`src/sv/lesf_pkg.sv`:
```
// shared types and constants of the largest empty square finder
// no dependencies; imported by every module of the block
package lesf_pkg;

  localparam int unsigned CHAR_W     = 8;
  localparam int unsigned SIZE_W     = 11;
  localparam int unsigned COLCNT_W   = 11;
  localparam int unsigned ROWCNT_W   = 13;
  localparam int unsigned CFG_DATA_W = 13;
  localparam int unsigned CFG_IDX_W  = 2;
  localparam int unsigned OUT_ROW_W  = 12;
  localparam int unsigned OUT_COL_W  = 10;
  // wide enough for any clamped count up to 65536
  localparam int unsigned CNT_W      = 17;

  localparam logic [SIZE_W-1:0] SIZE_SAT = '1;

  localparam logic [COLCNT_W-1:0] COLCNT_RESET  = 11'd1024;
  localparam logic [ROWCNT_W-1:0] ROWCNT_RESET  = 13'd4096;
  localparam logic [CHAR_W-1:0]   OBSTACLE_RESET = 8'd111;

  typedef enum logic [CFG_IDX_W-1:0] {
    REG_COLUMN_COUNT  = 2'd0,
    REG_ROW_COUNT     = 2'd1,
    REG_OBSTACLE_CHAR = 2'd2
  } lesf_reg_idx_t;

  typedef struct packed {
    logic row_zero;
    logic col_zero;
    logic last_col;
    logic last_grid;
  } lesf_pos_flags_t;

endpackage

```
`src/sv/lesf_scan_ctrl.sv`:
```
// row and column counters of the raster scan, with end-of-row and end-of-grid flags
// counts are clamped to the range from one to the parameter maxima; uses lesf_pkg
module lesf_scan_ctrl #(
  parameter int unsigned MAX_COLS = 1024,
  parameter int unsigned MAX_ROWS = 4096,
  parameter int unsigned CW       = 10,
  parameter int unsigned RW       = 12
) (
  input  logic                          clk,
  input  logic                          rst,
  input  logic                          step,
  input  logic [lesf_pkg::COLCNT_W-1:0] column_count,
  input  logic [lesf_pkg::ROWCNT_W-1:0] row_count,
  output logic [CW-1:0]                 col,
  output logic [RW-1:0]                 row,
  output lesf_pkg::lesf_pos_flags_t     flags
);
  import lesf_pkg::*;

  logic [CNT_W-1:0] cols_eff;
  logic [CNT_W-1:0] rows_eff;
  logic [CNT_W-1:0] cols_raw;
  logic [CNT_W-1:0] rows_raw;

  assign cols_raw = CNT_W'(column_count);
  assign rows_raw = CNT_W'(row_count);

  always_comb begin
    if (cols_raw == '0) begin
      cols_eff = CNT_W'(1);
    end else if (cols_raw > CNT_W'(MAX_COLS)) begin
      cols_eff = CNT_W'(MAX_COLS);
    end else begin
      cols_eff = cols_raw;
    end
    if (rows_raw == '0) begin
      rows_eff = CNT_W'(1);
    end else if (rows_raw > CNT_W'(MAX_ROWS)) begin
      rows_eff = CNT_W'(MAX_ROWS);
    end else begin
      rows_eff = rows_raw;
    end
  end

  always_comb begin
    flags.row_zero  = (row == '0);
    flags.col_zero  = (col == '0);
    flags.last_col  = (CNT_W'(col) + CNT_W'(1)) >= cols_eff;
    flags.last_grid = flags.last_col && ((CNT_W'(row) + CNT_W'(1)) >= rows_eff);
  end

  always_ff @(posedge clk) begin
    if (rst) begin
      col <= '0;
      row <= '0;
    end else if (step) begin
      if (flags.last_grid) begin
        col <= '0;
        row <= '0;
      end else if (flags.last_col) begin
        col <= '0;
        row <= row + RW'(1);
      end else begin
        col <= col + CW'(1);
      end
    end
  end

endmodule

```
`config.mk`:
```
export PLATFORM = sky130hd
export DESIGN_NAME = lesf_scan_ctrl
export DESIGN_NICKNAME = d
export VERILOG_FILES = /design/src/sv/lesf_pkg.sv /design/src/sv/lesf_scan_ctrl.sv
export SDC_FILE = /design/constraint.sdc
export NUM_CORES = 1
export LEC_CHECK = 0
export ABC_AREA = 1
export BUFFER_PORTS_ARGS = -buffer_cell sky130_fd_sc_hd__buf_2
export CORE_MARGIN = 2
export CORE_UTILIZATION = 55
export CTS_BUF_LIST = sky130_fd_sc_hd__clkbuf_16
export CTS_CLUSTER_DIAMETER = 30
export DETAILED_ROUTE_END_ITERATION = 6
export GPL_TIMING_DRIVEN = 0
export HOLD_SLACK_MARGIN = 0.06
export PLACE_DENSITY = 0.81
export RECOVER_POWER = 100
export SYNTH_ARGS = -nofsm -noshare
export SYNTH_HDL_FRONTEND = slang
export SYNTH_SLANG_ARGS = --single-unit
```
`constraint.sdc`:
```
create_clock -name clk -period 3.7 [get_ports clk]
set_input_delay 0.74 -clock clk [delete_from_list [all_inputs] [get_ports clk]]
set_output_delay 0.74 -clock clk [all_outputs]
set_load 0.02 [all_outputs]
```
==> flow_summary.html <==
<table>
<tr><th>Metric</th><th>Value</th></tr>
<tr><th colspan="2">Clock tree</th></tr>
<tr><td>Number of buffers created by CTS</td><td>3</td></tr>
<tr><td>H-tree depth</td><td>1</td></tr>
<tr><td>TritonCTS clock tree</td><td>yes</td></tr>
<tr><td>Max clock buf depth</td><td>2</td></tr>
<tr><td>Clock tree root buffer cell</td><td>clkbuf_16</td></tr>
<tr><td>Post-CTS clock slew at the launch and capture registers of the worst setup and hold paths</td><td>0.06 ns</td></tr>
<tr><td>Num Clock Sinks</td><td>22</td></tr>
<tr><td>Hold buffer count at CTS</td><td>0</td></tr>
<tr><td>Clock network latency to the later pin of the worst-skew pair</td><td>0.26 ns</td></tr>
<tr><th colspan="2">Floorplan</th></tr>
<tr><td>Number of top-level pins</td><td>53</td></tr>
<tr><td>Initial standard-cell utilization of the core</td><td>56.7%</td></tr>
<tr><td>DIE WIDTH</td><td>about 68 um</td></tr>
<tr><td>Floorplan die height</td><td>roughly 68 um</td></tr>
<tr><td># rows</td><td>23</td></tr>
<tr><td>Core outline area</td><td>4000 um2</td></tr>
<tr><td>Area of the die</td><td>4660 um2</td></tr>
<tr><th colspan="2">Final layout</th></tr>
<tr><td>Final cell area excluding filler cells</td><td>2770 um2</td></tr>
<tr><td>Inserted Diodes</td><td>0</td></tr>
<tr><td>Post-synthesis to final-layout area growth</td><td>22.1%</td></tr>
<tr><td>Number of nets in the final layout</td><td>491</td></tr>
<tr><td>Ratio of cells with drive above 1 in the final layout</td><td>16.3%</td></tr>
<tr><th colspan="2">Synthesis</th></tr>
<tr><td>Synth Net Count</td><td>427</td></tr>
<tr><td>Cell variety after synth</td><td>28</td></tr>
<tr><td>Leading area contributor after synthesis</td><td>dfxtp_1</td></tr>
<tr><td>Netlist area before placement</td><td>2270 um2</td></tr>
<tr><td>Most frequent cells after synthesis</td><td>104 x nand2_1, 66 x nor2_1, 62 x inv_1</td></tr>
<tr><td>Sequential area share after synthesis</td><td>between 10% and 20%</td></tr>
<tr><td>Area share of the largest cell type after synthesis</td><td>19.4%</td></tr>
<tr><td>Total of warnings raised by yosys</td><td>0</td></tr>
<tr><td>Top-count cell post-synth</td><td>nand2_1</td></tr>
<tr><td>Post-synth EDFFs</td><td>0</td></tr>
<tr><td>Average instance area after synthesis</td><td>between 6 and 7 um2</td></tr>
<tr><td>Synth Flop Type</td><td>dfxtp_1</td></tr>
<tr><td>Fraction of registers with async set/reset</td><td>0%</td></tr>
<tr><td>Flops &amp; latches, synth</td><td>22</td></tr>
<tr><td>Top post-synthesis cells by area</td><td>dfxtp_1 19%, nand2_1 17%, ha_1 15%</td></tr>
<tr><td>Instance count of the mapped netlist</td><td>372</td></tr>
<tr><th colspan="2">Power and ir drop</th></tr>
<tr><td>Share of total power in combinational logic</td><td>32.2%</td></tr>
<tr><td>Clock power share</td><td>32.3%</td></tr>
<tr><td>Worst VDD drop</td><td>0.152 mV</td></tr>
<tr><td>Switching component of the power</td><td>0.246 mW</td></tr>
<tr><td>Leakage power</td><td>approximately 1.5 nW</td></tr>
<tr><td>P per Cell Area</td><td>261 nW/um2</td></tr>
<tr><td>Share of power burned in registers</td><td>35.5%</td></tr>
<tr><td>Net switching share of the total power</td><td>between 30% and 40%</td></tr>
<tr><td>Internal power</td><td>0.478 mW</td></tr>
<tr><td>Overall power of the completed layout</td><td>0.724 mW</td></tr>
<tr><th colspan="2">STA</th></tr>
<tr><td>Final count of hold timing violations</td><td>0</td></tr>
<tr><td>Final period util</td><td>between 90% and 100%</td></tr>
<tr><td>Final number of setup-violating endpoints</td><td>0</td></tr>
<tr><td>Slew Viols, Final</td><td>0</td></tr>
<tr><td>Clock skew</td><td>0.00269 ns</td></tr>
<tr><td>Unrepaired setup endpoints after global routing</td><td>no</td></tr>
<tr><td>Slew at the pin closest to its max-slew limit</td><td>0.551 ns</td></tr>
<tr><td>Clock period minus final worst setup slack</td><td>3.50 ns</td></tr>
<tr><td>Maximum operating frequency</td><td>285 MHz</td></tr>
<tr><td>Relative slew slack</td><td>63.2%</td></tr>
<tr><th colspan="2">Critical path</th></tr>
<tr><td>Maximum fanout along the worst path</td><td>10</td></tr>
<tr><td>Flop2flop setup slack</td><td>0.46 ns</td></tr>
<tr><td>Nature of the critical path endpoint</td><td>primary output</td></tr>
<tr><td>Nature of the critical path startpoint</td><td>primary input</td></tr>
<tr><td>Data required time of the worst path</td><td>2.96 ns</td></tr>
<tr><td>Worst EP arrival</td><td>about 2.8 ns</td></tr>
<tr><td>Worst setup path category</td><td>in -&gt; out</td></tr>
<tr><th colspan="2">Detailed routing</th></tr>
<tr><td>Number of vias per cell</td><td>5.13</td></tr>
<tr><td>Via count</td><td>2,486</td></tr>
<tr><td>WL/cell</td><td>11.9 um</td></tr>
<tr><td>DRC errors left</td><td>0</td></tr>
<tr><td>Antenna viol nets, final</td><td>0</td></tr>
<tr><td>Total wire length after detailed routing</td><td>a little under 6000 um</td></tr>
<tr><td>Detailed router's first-iteration violation count</td><td>160</td></tr>
<tr><td>DR pass1 iterations</td><td>4</td></tr>
<tr><th colspan="2">Global routing</th></tr>
<tr><td>Maximum number of pins on one net before global-route repair</td><td>13</td></tr>
<tr><td>Tot GR Track Use</td><td>25.0%</td></tr>
<tr><td>Via count of the first global-routing pass</td><td>~2,200</td></tr>
<tr><td>Remaining global-route overflow</td><td>0</td></tr>
<tr><td>Initial antenna violation count</td><td>0</td></tr>
<tr><td>Global-route wire length before repair</td><td>between 8000 and 9000 um</td></tr>
<tr><th colspan="2">Job</th></tr>
<tr><td>Max-cap viol count</td><td>0</td></tr>
<tr><th colspan="2">Placed design</th></tr>
<tr><td>Routability Congestion</td><td>roughly 0.87</td></tr>
<tr><td>Number of buffer cells added on primary ports</td><td>50</td></tr>
<tr><td>Placement-stage cell area</td><td>between 2000 and 3000 um2</td></tr>
<tr><td>Final HPWL from detailed placement</td><td>around 4500 um</td></tr>
<tr><th colspan="2">Worst hold path</th></tr>
<tr><td>Type of the tightest min-delay check</td><td>reg -&gt; reg</td></tr>
<tr><th colspan="2">Outcome</th></tr>
<tr><td>Run status</td><td>complete, no violations</td></tr>
</table>
-- power groups by stage --
stage / sequential (mW) / clock, mW / combinational, mW
global placement: 0.261 / 0 / 0.216
global route: 0.258 / 0.243 / 0.264
detailed placement: 0.261 / 0 / 0.222
CTS: 0.256 / 0.235 / 0.227
floorplan: 0.271 / 0 / 0.145
finish: 0.257 / 0.234 / 0.233
-- registers in the layout, summed over array words and instances (netlist names) --
name  cells
row      12
col      10
-- final cells by class --
cell class,count,area [um2]
Fill cell,354,1230
Clock inverter,1,3.75
Multi-Input combinational cell,282,1620
Timing Repair Buffer,58,279
Buffer,7,50.0
Inverter,62,233
Tap cell,50,62.6
Sequential cell,22,450
Clock buffer,3,75.1
-- through the flow --
stage / hold WS (ns) / cells / utilization, % / setup TNS [ns] / setup slack (ns)
6_report: 0.509 / 485 / 69.3 / 0 / 0.195
5_1_grt: 0.552 / 485 / 69.3 / 0 / 0.0118
4_1_cts: 0.518 / 477 / 66.9 / 0 / 0.00753
3_5_place_dp: 0.506 / 472 / 64.6 / -0.0939 / -0.0939
3_3_place_gp: 0.500 / 472 / 64.6 / -0.0786 / -0.0786
2_1_floorplan: 0.571 / 372 / - / 0 / 0.439
-- worst max-delay path: stages --
cell and delay [ns]:
buf_2 0.11, nor4_1 0.26, nand3_1 0.19, nand2_4 0.15, nand2_1 0.07, ha_1 0.31, a21oi_1 0.16, nor2_1 0.06
nor3_2 0.16, nand4_1 0.15, buf_6 0.17, nand2_1 0.05, inv_1 0.03, buf_2 0.14
-- logic make-up after synthesis --
| group | share of synthesized area (%) |
|---|---|
| fa+ha+maj | 15.4 |
| simple gates | 43.2 |
| xor+xnor | 4.24 |
| compound gates | 5.24 |
| buf+inv | 12.5 |
| flops | 19.4 |
-- placed cells by master, fill, tap and decap left out, types with 2 or more instances in the layout --
| cell | instances |
|---|---|
| nand3_1 | 7 |
| o21ai_1 | 2 |
| dfxtp_2 | 2 |
| o21ai_0 | 3 |
| nor4_2 | 3 |
| nand2_4 | 3 |
| ha_1 | 26 |
| buf_4 | 9 |
| nand4_1 | 14 |
| buf_2 | 26 |
| clkbuf_16 | 3 |
| clkbuf_1 | 28 |
| nor2_2 | 2 |
| a21oi_1 | 14 |
| nand2_1 | 104 |
| inv_1 | 62 |
| xor2_1 | 11 |
| nand3_2 | 3 |
| nand2_2 | 8 |
| dfxtp_4 | 2 |
| nor2_1 | 64 |
| dfxtp_1 | 18 |
| nor4_1 | 4 |
| nor3_4 | 2 |
| nor3_1 | 3 |
-- path summary, 6_finish.rpt --
| path | from | depth (start not counted) | endpoint |
|---|---|---|---|
| setup / recovery | row_count[4] | 14 | flags[0] |
| setup reg to reg | col[0] | 18 | row[6] |
| hold reg to reg | col[1] | 2 | col[1] |
| hold / removal | col[1] | 2 | col[1] |
-- metal layers --
layer  track usage, %  up-vias  routed length, um
met4             6.50        0                 89
met2             46.1       66               2940
li1                 -     1293                  -
met1             30.5     1117               2500
met5                0        -                  0
met3             2.96       10                239
-- what timing repair did --
action	4_1_cts	5_1_grt
gates cloned	0	1
setup endpoints to repair	1	2
setup buffers	1	7
gates resized for setup	3	25
pin swaps	1	9
No activity file was read; power rests on OpenSTA's default activity.
